--- src/hw/rtl/qrs_pkg.sv ---
// qrs_pkg: shared types and fixed sizes of the quadratic root solver
// no dependencies
`default_nettype none

package qrs_pkg;

	localparam int ROOT_BITS = 34;
	localparam int KIND_BITS = 2;
	localparam int OUT_BYTES_W = ((2 * ROOT_BITS + 7) / 8) * 8;

	typedef enum logic [KIND_BITS-1:0] {
		KIND_ALL  = 2'd0,
		KIND_NONE = 2'd1,
		KIND_ONE  = 2'd2,
		KIND_TWO  = 2'd3
	} root_kind_t;

endpackage

`default_nettype wire

--- src/hw/rtl/qrs_front.sv ---
// qrs_front: products, discriminant and root classification (two stages)
// depends on qrs_pkg
`default_nettype none

module qrs_front import qrs_pkg::*; #(
	parameter int CB = 16
) (
	input  wire logic                 clk,
	input  wire logic                 arst_n,
	input  wire logic                 en,
	input  wire logic                 in_valid,
	input  wire logic signed [CB-1:0] coef_a,
	input  wire logic signed [CB-1:0] coef_b,
	input  wire logic signed [CB-1:0] coef_c,
	output logic                      out_valid,
	output logic [2*CB:0]             d_mag,
	output root_kind_t                kind,
	output logic                      linear,
	output logic signed [CB-1:0]      a_out,
	output logic signed [CB-1:0]      b_out,
	output logic signed [CB-1:0]      c_out
);

	localparam int D_W = 2 * CB + 2;

	logic                   valid_s1;
	logic signed [CB-1:0]   a_s1, b_s1, c_s1;
	logic signed [2*CB-1:0] bb_s1, ac_s1;

	logic signed [D_W-1:0]  four_ac, d;
	root_kind_t             kind_c;
	logic                   a_zero;
	logic [2*CB:0]          d_mag_c;

	always_ff @(posedge clk or negedge arst_n) begin
		if (!arst_n) begin
			valid_s1 <= 1'b0;
		end else if (en) begin
			valid_s1 <= in_valid;
		end
	end

	always_ff @(posedge clk) begin
		if (en) begin
			a_s1  <= coef_a;
			b_s1  <= coef_b;
			c_s1  <= coef_c;
			bb_s1 <= coef_b * coef_b;
			ac_s1 <= coef_a * coef_c;
		end
	end

	always_comb begin
		four_ac = D_W'(ac_s1) <<< 2;
		d       = D_W'(bb_s1) - four_ac;
		a_zero  = (a_s1 == '0);
		d_mag_c = '0;
		if (a_zero) begin
			if (b_s1 == '0) begin
				kind_c = (c_s1 == '0) ? KIND_ALL : KIND_NONE;
			end else begin
				kind_c = KIND_ONE;
			end
		end else if (d < 0) begin
			kind_c = KIND_NONE;
		end else if (d == '0) begin
			kind_c = KIND_ONE;
		end else begin
			kind_c  = KIND_TWO;
			d_mag_c = d[2*CB:0];
		end
	end

	always_ff @(posedge clk or negedge arst_n) begin
		if (!arst_n) begin
			out_valid <= 1'b0;
		end else if (en) begin
			out_valid <= valid_s1;
		end
	end

	always_ff @(posedge clk) begin
		if (en) begin
			d_mag  <= d_mag_c;
			kind   <= kind_c;
			linear <= a_zero;
			a_out  <= a_s1;
			b_out  <= b_s1;
			c_out  <= c_s1;
		end
	end

endmodule

`default_nettype wire

--- config.mk ---
export PLATFORM = sky130hd
export DESIGN_NAME = qrs_front
export DESIGN_NICKNAME = d
export VERILOG_FILES = /design/src/hw/rtl/qrs_pkg.sv /design/src/hw/rtl/qrs_front.sv
export SDC_FILE = /design/constraint.sdc
export NUM_CORES = 2
export LEC_CHECK = 0
export BUFFER_PORTS_ARGS = -buffer_cell sky130_fd_sc_hd__buf_2
export CORE_UTILIZATION = 58
export CTS_CLUSTER_DIAMETER = 60
export DETAILED_ROUTE_END_ITERATION = 8
export HOLD_SLACK_MARGIN = 0.05
export PLACE_DENSITY_LB_ADDON = 0.05
export SYNTH_ARGS = -nofsm -noshare
export SYNTH_HDL_FRONTEND = slang
export SYNTH_SLANG_ARGS = --single-unit
--- constraint.sdc ---
create_clock -name clk -period 3.45 [get_ports clk]
set_input_delay 0.1725 -clock clk [delete_from_list [all_inputs] [get_ports clk]]
set_output_delay 0.1725 -clock clk [all_outputs]
set_load 0.01 [all_outputs]
-- Yosys cells after proc, flatten, opt, wreduce, memory -nomap -nowiden
Cells that the tools add are included.
- flip-flop bits (word level): 198
- input bits: 52
- output and inout port bits: 85
- logic and storage cells: 27
- $add $sub $neg: 1
- multiply operators: 2
- order comparisons: 1
- mux-type cells: 5
- reduce and logical (&&, ||, !) cells: 5
- operators with widths (kind ; count):
    multiplier 16 x 16 -> 32 bit ; 2
    zero test 16 bit ; 3
    zero test 34 bit ; 1
    less-than comparator 34 x 1 -> 1 bit, second input constant ; 1
    subtractor 32 x 34 -> 34 bit ; 1
    2-to-1 mux 2 bit ; 3
    OR reduction 3 bit ; 1
    2-to-1 mux 1 bit ; 2

-- Longest topological paths before layout
- depth after elaboration: 5
- mapped depth: 25
- gate-level depth less buffers: 24

-- Least setup slack after synthesis
No wires, ideal clock.
- kind: input to register
- from: input coef_a[11]
- to: register ac_s1[30] (data pin)
- library setup time: 0.262 ns
- arrival time: 5.732 ns
- data required time: 3.188 ns
- slack: -2.544 ns
- cell stages on the path: 22
- path buffers: 1
- cell sequence: clkbuf_1 -> nand2_1 -> fa_1 -> fa_1 -> fa_1 -> inv_1 -> fa_1 -> fa_1 -> inv_1 -> fa_1 -> inv_1 -> ha_1 -> and4_1 -> nor2b_1 -> o31ai_1 -> and3_1 -> a21oi_1 -> a211o_1 -> a21oi_1 -> o21ai_0 -> a211oi_1 -> xnor2_1
- word-level cells in the longest chain between the ends: 1
- ends and longest elaborated chain (item ; RTL line ; text):
    from (decl) ; qrs_front.sv:12 ; input wire logic signed [CB-1:0] coef_a,
    multiplier 16 x 16 -> 32 bit ; qrs_front.sv:49 ; ac_s1 <= coef_a * coef_c;
    to (signal assigned) ; qrs_front.sv:49 ;
    to (decl) ; qrs_front.sv:28 ; logic signed [2*CB-1:0] bb_s1, ac_s1;
Every way passes these cells.
A chain may end at the register's enable or synchronous reset.

-- Final worst setup path
- from: input coef_a[6]
- to: register ac_s1[30] (data pin)
The elaborated chain is that of the path after synthesis.

==> results.txt <==
----------------------------------------------------
[Synthesis]
  Synthesized flop and latch total ... 195
  Average instance area after synthesis ... 10.3 um2
  Predominant post-synthesis flop cell ... edfxtp_1
  Instance count of the mapped netlist ... 2595
  Fraction of the yosys area taken by sequential cells ... 21.8%
  Synthesized Nets ... 3342
  EDFF count, synth ... 193
  Netlist area before placement ... 26800 um2
  Count of distinct cell types in the synthesized netlist ... 73
  Total of warnings raised by yosys ... 0
  Post-synthesis async set-or-reset flop share ... 1.03%

[Setup path]
  End of the worst register-to-register path ... d_mag[10]
  Arr. time, crit path ... 5640 ps
  Slack of the worst reg-to-reg path ... -510 ps
  Critical Path RT ... 3710 ps
  Startpoint class of the critical path ... input pin
  Crit Path Category ... in2reg
  Crit Path Max Fanout ... 5
  Path depth of the worst reg2reg path ... 13
  Capturing element type of the critical path ... flop
  RR Startpoint ... ac_s1[0]

[Clock network]
  Maximum count of clock buffers along a single path ... 2
  Number of buffers created by CTS ... 17
  Number of sinks handled by clock tree synthesis ... 195
  CTS tree ... done
  Root buffer cell ... clkbuf_16
  Clock network latency to the later pin of the worst-skew pair ... 510 ps
  Total number of H-tree levels ... 4
  Clock Pin Slew Worst Setup and Hold Paths ... 90 ps

[Cells and area]
  Final design utilization ... 77.0%
  Fill cell total of the finished layout ... 3094
  Synth-to-layout area growth ... 30.6%
  Number of nets in the finished design ... 3967
  Fraction of final layout cells with drive strength greater than 1 ... 31.5%
  Inserted Diodes ... 0

[Floorplan]
  Initial Util ... 58.9%
  Number of placement rows ... 78
  Die boundary height ... 217 um
  Die Area ... 47100 um2
  Placeable core region ... 45500 um2
  I/O pins ... 137
  Die boundary width ... 217 um

[Global routing]
  Global-route wire length before repair ... 110000 um
  Number of antenna violations at the first check in global routing ... 0
  Overflow after GRT ... 0
  Vias in the first global route ... 22200
  All-layer global routing usage ... 30.1%
  Pin count of the biggest net entering global routing ... 81

[Drt]
  Number of nets still failing antenna checks after routing ... 0
  Detailed Route WL ... 66300 um
  Initial DRC Count ... 1191
  DRC viols ... 0
  Total via count in the routed design ... 20200
  Routed wire length per instance ... 17.3 um
  Vias/cell ... 5.27
  Iteration count of the initial detailed-routing pass ... 5

[Placement]
  Final RePlAce weighted congestion ... 0.904
  Count of buffers inserted at the top-level ports ... 135
  Detailed-placement wirelength estimate ... 53600 um

[Hold path]
  Worst min-delay path startpoint ... coef_b[9]
  Classification of the worst-slack hold path ... in2reg
  Hold Path Cell Cnt ... 3
  Hold Path End ... b_s1[9]

[Outcome]
  Failing checks ... negative setup slack
  Outcome ... finished with violations

[STA]
  Worst Hold Slack ... 95.8 ps
  Final critical path time including I/O delays and setup ... 5380 ps
  Final slew viol count ... 0
  Count of endpoints failing hold in the final timing report ... 0
  Final setup skew ... 14.7 ps
  Total negative setup slack ... -73160 ps
  RSZ-0062 raised after global routing ... yes
  Final setup violating endpoints ... 74
  Transition at the pin with the smallest max-transition slack ... 828 ps
  Final worst-path setup slack ... -1930 ps
  Post-route clock period utilization ... 156%
  Slew margin rel. ... 44.3%
  Achievable frequency ... 186 MHz

[Run]
  Max-cap viol count ... 0

----------------------------------------------------
[cell families after synthesis]
logic type / synth area share, %
other: 0.0140
buffers and inverters: 10.2
muxes: 0.257
AOI/OAI and AO/OA: 6.18
DFF: 21.8
xor gates and xnor gates: 3.39
adders and majority gates: 46.4
and+or+nand+nor: 11.8
[worst max-delay path by stage]
stage                 to  slack (ps)      start  cells after the start
6_report       ac_s1[30]       -1930  coef_a[6]                     23
5_1_grt        ac_s1[31]       -2080  coef_a[7]                     21
4_1_cts        ac_s1[30]       -1910  coef_a[6]                     23
3_5_place_dp   ac_s1[30]       -2620  coef_c[4]                     24
3_3_place_gp   ac_s1[30]       -2520  coef_c[4]                     24
2_1_floorplan  ac_s1[30]       -2210  coef_c[4]                     23
[per-layer routing]
layer  GRT usage, %  share of wire [%]  routed length [um]
met1           41.5                 43               28300
met2           49.3                 49               32700
met4           10.0                2.9                1910
met3           4.26                5.2                3450
met5              0                  0                   0
[registers in the layout (all words and copies together) (netlist names), 2 cells and up]
name / count
d_mag: 32
a_out: 16
a_s1: 16
b_s1: 16
ac_s1: 32
bb_s1: 30
c_s1: 16
kind: 2
c_out: 16
b_out: 16
[synthesized netlist by cell type, types with 3 or more instances]
| cell type | n | area share, % |
|---|---|---|
| a31oi_1 | 5 | 0.12 |
| o211ai_1 | 9 | 0.25 |
| a31o_2 | 9 | 0.29 |
| and4_1 | 5 | 0.16 |
| clkbuf_1 | 59 | 0.83 |
| a211oi_1 | 9 | 0.25 |
| nor3_1 | 17 | 0.32 |
| a21boi_0 | 4 | 0.11 |
| a22oi_1 | 3 | 0.084 |
| a21o_1 | 32 | 0.90 |
| edfxtp_1 | 193 | 22 |
| nand4_1 | 11 | 0.26 |
| nand3_1 | 22 | 0.41 |
| o21bai_1 | 17 | 0.48 |
| nor4_1 | 13 | 0.30 |
| nand2b_1 | 11 | 0.26 |
| o31a_1 | 3 | 0.098 |
| nor2b_1 | 9 | 0.21 |
| mux2_2 | 3 | 0.13 |
| nor2_1 | 84 | 1.2 |
| a221oi_1 | 3 | 0.098 |
| nand2_1 | 236 | 3.3 |
| buf_4 | 4 | 0.11 |
| nor2_2 | 19 | 0.44 |
| ha_1 | 198 | 9.2 |
| fa_1 | 497 | 37 |
| or2_2 | 4 | 0.093 |
| a21oi_1 | 70 | 1.3 |
| xor2_1 | 25 | 0.82 |
| and2_1 | 166 | 3.9 |
| o21ai_0 | 37 | 0.69 |
| o21a_1 | 18 | 0.50 |
| or3_1 | 6 | 0.14 |
| inv_1 | 655 | 9.2 |
| xnor2_1 | 77 | 2.5 |
| and3_1 | 8 | 0.19 |
| nor3b_1 | 8 | 0.22 |
[cell usage in the layout, fill, tap and decap left out, drive strengths merged, types with 20 or more instances in the layout]
cell,Yosys,layout
inv,655,660
buf,8,637
fa,497,497
nand2,236,236
ha,198,198
edfxtp,193,193
and2,166,166
nor2,103,103
xnor2,77,77
a21oi,70,70
o21ai,37,37
dlygate4sd3,0,33
a21o,32,32
xor2,26,26
nand3,22,22
clkbuf,59,20
[area by class of cell]
cell class	instances	area [um2]	area share, %
clock buffer	17	425	1.22
sequential	195	5850	16.7
timing repair buffer	673	5510	15.7
tap	600	751	2.14
inverter	655	2470	7.07
multi-input combinational	1678	19800	56.5
clock inverter	15	214	0.611
[timing repair]
action                                  CTS  global route
hold buffers                             33             0
setup buffers                            54            25
cloned                                    1             0
endpoints found under the setup margin   81            83
resized for setup                       303           129
pin swaps                               145            93
hold endpoints to repair                 33             0
[per-stage QoR]
stage / setup slack (ps) / instances / area, um2
after floorplan: -2210 / 2595 / 27700
after global placement: -2520 / 3710 / 32000
after detailed placement: -2620 / 3710 / 32000
after CTS: -1910 / 3824 / 34400
after global routing: -2080 / 3833 / 35000
final: -1930 / 3833 / 35000
[worst max-delay path, stage by stage]
cell      delay [ps]
buf_8            110
and2_4           160
fa_1             550
inv_1             50
fa_1             460
fa_1             510
inv_1             50
fa_1             450
fa_1             490
inv_1             50
fa_1             500
inv_2             50
ha_4             250
and4_4           200
nor2b_1          130
o31ai_1          230
and3_4           250
a21oi_4           70
a211o_1          330
a21oi_4          180
o21ai_2          100
a211oi_2         200
xnor2_1          110
Power is not shown: default switching activity piles up to over one toggle a cycle in this logic, so the estimate is an artifact.
